$ cat config.mk
export PLATFORM = sky130hd
export DESIGN_NAME = vnorm_sqrt
export DESIGN_NICKNAME = d
export VERILOG_FILES = /design/src/vnorm_pkg.sv /design/src/vnorm_sqrt.sv
export SDC_FILE = /design/constraint.sdc
export NUM_CORES = 2
export LEC_CHECK = 0
export BUFFER_PORTS_ARGS = -buffer_cell sky130_fd_sc_hd__buf_2
export CAP_MARGIN = 10
export CORE_MARGIN = 4
export CORE_UTILIZATION = 53
export CTS_BUF_LIST = sky130_fd_sc_hd__clkbuf_8
export DETAILED_ROUTE_END_ITERATION = 10
export GPL_TIMING_DRIVEN = 1
export HOLD_SLACK_MARGIN = 0.06
export PLACE_DENSITY = 0.69
export SLEW_MARGIN = 20
export SYNTH_ARGS = -nofsm -noshare
export SYNTH_HDL_FRONTEND = slang
export SYNTH_MEMORY_MAX_BITS = 65536
export SYNTH_SLANG_ARGS = --single-unit
$ cat constraint.sdc
create_clock -name clk -period 7.07 [get_ports clk]
set_input_delay 1.414 -clock clk [delete_from_list [all_inputs] [get_ports clk]]
set_output_delay 1.414 -clock clk [all_outputs]
set_load 0.1 [all_outputs]
$ cat src/vnorm_pkg.sv
// shared types, constants and helpers of the vector normaliser
package vnorm_pkg;

    localparam int FRAC_BITS_DEF = 24;
    localparam int NUM_LANES     = 3;
    localparam int ROOT_STAGES   = 32;
    localparam int QUOT_W        = 31;
    localparam logic [39:0] TOL_RESET = 40'd2814749767;
    localparam logic [31:0] UNIT_ONE  = 32'h4000_0000;

    typedef enum logic [1:0] {
        CODE_UNIT   = 2'd0,
        CODE_ZERO   = 2'd1,
        CODE_SCALED = 2'd2
    } case_code_t;

    // side data travelling with the square root
    typedef struct packed {
        case_code_t                code;
        logic [NUM_LANES-1:0][31:0] pass;
        logic [NUM_LANES-1:0]       neg;
        logic [NUM_LANES-1:0][31:0] mag_c;
    } root_tag_t;

    // side data travelling with the divider
    typedef struct packed {
        case_code_t                code;
        logic [NUM_LANES-1:0][31:0] pass;
        logic [NUM_LANES-1:0]       neg;
        logic [31:0]                root;
    } div_tag_t;

    // magnitude of a two's complement word, full range
    function automatic logic [31:0] abs32(input logic [31:0] v);
        return v[31] ? (~v + 32'd1) : v;
    endfunction

endpackage

$ cat src/vnorm_sqrt.sv
// pipelined truncating square root, one result bit per stage
module vnorm_sqrt #(
    parameter int TAG_W = 1
) (
    input  logic             clk,
    input  logic             rst_n,
    input  logic             en,
    input  logic             in_valid,
    input  logic [63:0]      in_rad,
    input  logic [TAG_W-1:0] in_tag,
    output logic             out_valid,
    output logic [31:0]      out_root,
    output logic [TAG_W-1:0] out_tag
);

    localparam int N = vnorm_pkg::ROOT_STAGES;

    logic [63:0]      n_reg   [N];
    logic [63:0]      res_reg [N];
    logic [TAG_W-1:0] tag_reg [N];
    logic             v_reg   [N];

    genvar k;
    generate
        for (k = 0; k < N; k++) begin : g_stage
            localparam logic [63:0] BIT = 64'd1 << (62 - 2*k);
            logic [63:0]      n_in, res_in, n_next, res_next, trial;
            logic [TAG_W-1:0] tag_in;
            logic             v_in;

            // previous stage or block input
            if (k == 0) begin : g_first
                assign n_in   = in_rad;
                assign res_in = 64'd0;
                assign tag_in = in_tag;
                assign v_in   = in_valid;
            end else begin : g_rest
                assign n_in   = n_reg[k-1];
                assign res_in = res_reg[k-1];
                assign tag_in = tag_reg[k-1];
                assign v_in   = v_reg[k-1];
            end

            // one restoring step
            always_comb
            begin
                trial = res_in + BIT;
                if (n_in >= trial)
                begin
                    n_next   = n_in - trial;
                    res_next = (res_in >> 1) + BIT;
                end
                else
                begin
                    n_next   = n_in;
                    res_next = res_in >> 1;
                end
            end

            always_ff @(posedge clk or negedge rst_n)
            begin
                if (!rst_n)
                    v_reg[k] <= 1'b0;
                else if (en)
                    v_reg[k] <= v_in;
            end

            always_ff @(posedge clk)
            begin
                if (en)
                begin
                    n_reg[k]   <= n_next;
                    res_reg[k] <= res_next;
                    tag_reg[k] <= tag_in;
                end
            end
        end
    endgenerate

    assign out_valid = v_reg[N-1];
    assign out_root  = res_reg[N-1][31:0];
    assign out_tag   = tag_reg[N-1];

endmodule

Yosys cells after proc, flatten, opt, wreduce, memory -nomap -nowiden
Memory sizes are Yosys's and may differ from the RTL's.
Index checks and enable logic that the tools add are counted.
Widths: inputs -> output; s select.
- register bits: 32
- latch bits: 0
- memory bits (writable): 4128
- bits in read-only memories: 0
- output and inout port bits: 34
- word-level logic and storage cells: 227
- memories kept: 3
- memory list (memory ; depth ; width ; read ports ; clocked after Yosys merged registers in ; wr ports ; line ; source):
    n_reg ; 32 ; 64 ; 31 ; 0 ; 32 ; vnorm_sqrt.sv:18 ; logic [63:0] n_reg [N];
    res_reg ; 32 ; 64 ; 32 ; 0 ; 32 ; vnorm_sqrt.sv:19 ; logic [63:0] res_reg [N];
    tag_reg ; 32 ; 1 ; 32 ; 0 ; 32 ; vnorm_sqrt.sv:20 ; logic [TAG_W-1:0] tag_reg [N];
- $add $sub $neg: 94
- multiply operators: 0
- div/mod/pow operators: 0
- order comparisons: 32
- eq/ne operators: 0
- shift operators: 0
- mux-type cells: 66
- bitwise operators: 0
- reductions and logical operators: 0
- operators by type and width (operator ; number):
    $mux 64 ; 63
    $ge 64x64->1 ; 31
    $sub 64x64->64 ; 31
    $add 63x1->64 const B ; 1
    $add 63x11->64 const B ; 1
    $add 63x13->64 const B ; 1
    $add 63x15->64 const B ; 1
    $add 63x17->64 const B ; 1
    $add 63x19->64 const B ; 1
    $add 63x21->64 const B ; 1
    $add 63x23->64 const B ; 1
    $add 63x25->64 const B ; 1
    $add 63x27->64 const B ; 1
    $add 63x29->64 const B ; 1
    $add 63x3->64 const B ; 1
    $add 63x31->64 const B ; 1
    $add 63x33->64 const B ; 1
    $add 63x35->64 const B ; 1
    $add 63x37->64 const B ; 1
    $add 63x39->64 const B ; 1
    $add 63x41->64 const B ; 1
    $add 63x43->64 const B ; 1
    $add 63x45->64 const B ; 1
    $add 63x47->64 const B ; 1
    other kinds (45) ; 46

Depth between registers and ports, before layout
An unclocked memory read counts as a cell.
- depth after elaboration: 4
- depth in mapped cells: 15
- mapped depth without buffers: 12

Worst setup path after synthesis
No wires, ideal clock.
- path type: register -> register
- from: memory n_reg[28][14], in the netlist n_reg[7][14]
- to: memory n_reg[29][63], in the netlist n_reg[7][127], data pin
- setup time: 258 ps
- arrival: 3181 ps
- required time: 6812 ps
- path slack: 3632 ps
- cell stages (with the launch flop): 11
- buffers on the path: 0
- period minus slack after synthesis: 3438 ps
- path through: edfxtp_1 ha_1 a21o_1 a221o_1 or3_1 o21ai_1 nor4_1 o211a_1 or3b_2 or4_1 xnor2_1
- RTL lines (what ; line):
    start, declared ; vnorm_sqrt.sv:18

==> qor.txt <==
status -> finished, final reports clean
dpl cells -> 12730
setup fix buffers added after clock tree synthesis -> 0
gr usage total -> 24.75%
root buffer cell -> clkbuf_8
Fmax -> 190.9 MHz
Initial Util -> 53.35%
Worst slew margin -> 27.49%
worst hold start -> n_reg[1][97]$_DFFE_PP_
Most used DFF post-synth -> edfxtp_1
num ports -> 103
max FFs per register -> 1984
Clock Sinks -> 2576
number of fill cells -> 18340
via-per-instance ratio -> 5.898
setup TNS -> 0 ns
Leak -> 51.27 nW
Area after DPL -> 127200 µm²
Final Cycle Share -> 74.11%
initial antenna violation count -> 12
DRC Markers -> 0
worst hold slack -> 0.3803 ns
post-synthesis sequential area ratio -> 62.81%
asr flop ratio synth -> 1.242%
synth top area cells -> edfxtp_1 62%, ha_1 5.7%, xnor2_1 3.3%
WL/cell -> 22.38 µm
die area -> 239600 µm²
Yosys top cell area share -> 62.16%
multi-input logic area -> 42430 µm²
GRT Residual Overflow -> 0
Final ANT Viol Nets -> 0
area grow syn2layout -> 9.939%
Yosys cell types -> 90
Period minus WS final -> 5.239 ns
Slew @ Worst Pin -> 1.088 ns
final instance area -> 135100 µm²
r2r endpoint -> n_reg[6][247]$_DFFE_PP_
total power -> 42.50 mW
Hold Path End -> n_reg[1][161]$_DFFE_PP_
storage element area -> 77190 µm²
CP arrival -> 6.01 ns
Routed WL -> 302.2 mm
Avg Cell Area, Syn -> 12.62 µm²
Post-synth EDFFs -> 2544
unrepaired setup endpoints after global routing -> no
detailed placement HPWL -> 224.8 mm
IO buf count -> 102
Core Region -> 230300 µm²
Worst R2R Setup Slack -> 1.83 ns
Post-Syn Instances -> 9737
hold_buf cts -> 0
final setup fails -> 0
YS warnings -> 0
H-tree Lvls -> 5
Iter 0 DRT Violations -> 7611
slowest cell on the critical path -> nor4_1
Final Hold Fails -> 0
Initial DRT Pass Iterations -> 8
GPL Wtd Cong -> 0.9534
MaxCap Viol Count -> 0
crit end category -> flop
synthesized cell area -> 122900 µm²
hold path cells -> 0
crit path max fanout -> 35
critical path cell sequence -> ha_1 > nand2b_1 > nor3_1 > nand2_1 > nor4_1 > nor4b_1 > and2_1 > buf_4 > inv_2 > nand4_1 > o41ai_1 > o21ai_0
Crit path largest cell delay -> 0.89 ns
via count -> 79640
CTS tree -> built
count leader, synth -> edfxtp_1
Num CTS Buffers -> 427
largest net degree at the start of global routing -> 218
Fin Clk Skew -> 0.1168 ns
Post-synth top cells -> 2544 x edfxtp_1, 687 x inv_1, 616 x nand2_1
PD cells -> 314.6 nW/µm²
number of synthesized register bits -> 2576
Die Ht -> 489.5 µm
R2R depth -> 12
most area-hungry cell type in the Yosys netlist -> edfxtp_1
first-pass GRT wire length -> 456.8 mm
CTS max path bufs -> 4
non-filler cells, final -> 13500
CP Launch Type -> flop
Max IR drop VDD -> 0.0001952 V
Die X -> 489.5 µm
critical path data required time -> 7.84 ns
Post-CTS Resized -> 0
syn nets -> 10360
Clock Latency Late Sink -> 1.11 ns
Cell Rows -> 176
Worst-path clk slew -> 0.06 ns
vias in the first global route -> 76330
Worst Hold Class -> flop to flop
CP Class -> flop to flop
Nets -> 10760
share of cells above drive strength 1 -> 8.704%
Final Slew Violations -> 0
worst r2r src -> n_reg[6][164]$_DFFE_PP_
==> kinds of logic after synthesis <==
group           Yosys count  share of synthesized area, %
simple gates           2865                         12.11
buf+inv                 893                         2.733
xor+xnor                872                         6.214
compound gates         1871                         9.517
mux                     102                        0.9305
flops                  2576                         62.81
fa+ha+maj               558                         5.681
==> where the power goes <==
group          switching (mW)  total (mW)  internal (mW)
Combinational            5.54        9.32           3.78
Clock                    5.88        12.2           6.30
Sequential               1.62        21.0           19.4
==> worst max-delay path by stage <==
stage / to / slack, ns / start / cells past startpoint
global route: n_reg[6][247]$_DFFE_PP_ / 1.53 / n_reg[6][164]$_DFFE_PP_ / 12
global placement: n_reg[6][247]$_DFFE_PP_ / 1.89 / n_reg[6][164]$_DFFE_PP_ / 12
CTS: n_reg[6][247]$_DFFE_PP_ / 1.96 / n_reg[6][164]$_DFFE_PP_ / 12
finish: n_reg[6][247]$_DFFE_PP_ / 1.83 / n_reg[6][164]$_DFFE_PP_ / 12
detailed placement: n_reg[6][247]$_DFFE_PP_ / 1.95 / n_reg[6][164]$_DFFE_PP_ / 12
floorplan: n_reg[7][127]$_DFFE_PP_ / 3.63 / n_reg[7][14]$_DFFE_PP_ / 10
==> area by class of cell <==
type	count	share of cell area [%]
repair buffers	167	0.9251
inverters	692	1.923
well taps	3026	2.802
multi-input cells	6268	31.40
flip-flops and latches	2576	57.13
clock buffers	438	4.462
clock inverters	325	1.331
diodes	11	0.02037
==> through the flow <==
step / setup WS (ns) / utilization, %
after floorplan: 3.632 / -
after global placement: 1.889 / 55.22
after detailed placement: 1.946 / 55.22
after CTS: 1.958 / 58.62
after global routing: 1.526 / 58.65
final: 1.831 / 58.66
==> placed cells by master, fill, tap and decap left out, types with 65 or more instances in the layout <==
cell and n:
nor2_1 592, nor3_1 280, or4_1 65, mux2_2 98
o21ai_0 466, clkinv_2 74, inv_1 788, nor2b_1 71
xor2_1 411, clkinv_1 120, nor4_1 357, a21o_1 262
nand3_1 165, xnor2_1 461, ha_1 558, nand2b_1 101
buf_2 101, edfxtp_1 2544, or3_1 102, a21oi_1 573
nand2_1 616, clkbuf_8 438, o21a_1 111, nand4_1 174
==> critical path, delay by kind of cell (launching register included) <==
| family | cells | cell delay (ns) |
|---|---|---|
| AOI/OAI and AO/OA | 2 | 0.55 |
| adders and majority gates | 1 | 0.42 |
| buffers and inverters | 2 | 0.77 |
| DFF | 1 | 0.40 |
| and+or+nand+nor | 7 | 2.82 |
==> routing by layer <==
layer | track usage, % | up-vias | routed length [µm]
li1 | - | 37490 | -
met5 | 0 | - | 10
met2 | 39.33 | 2830 | 139800
met4 | 7.565 | 2 | 8862
met1 | 35.58 | 38750 | 134200
met3 | 3.514 | 571 | 19260
No activity file was read; power rests on OpenSTA's default activity.
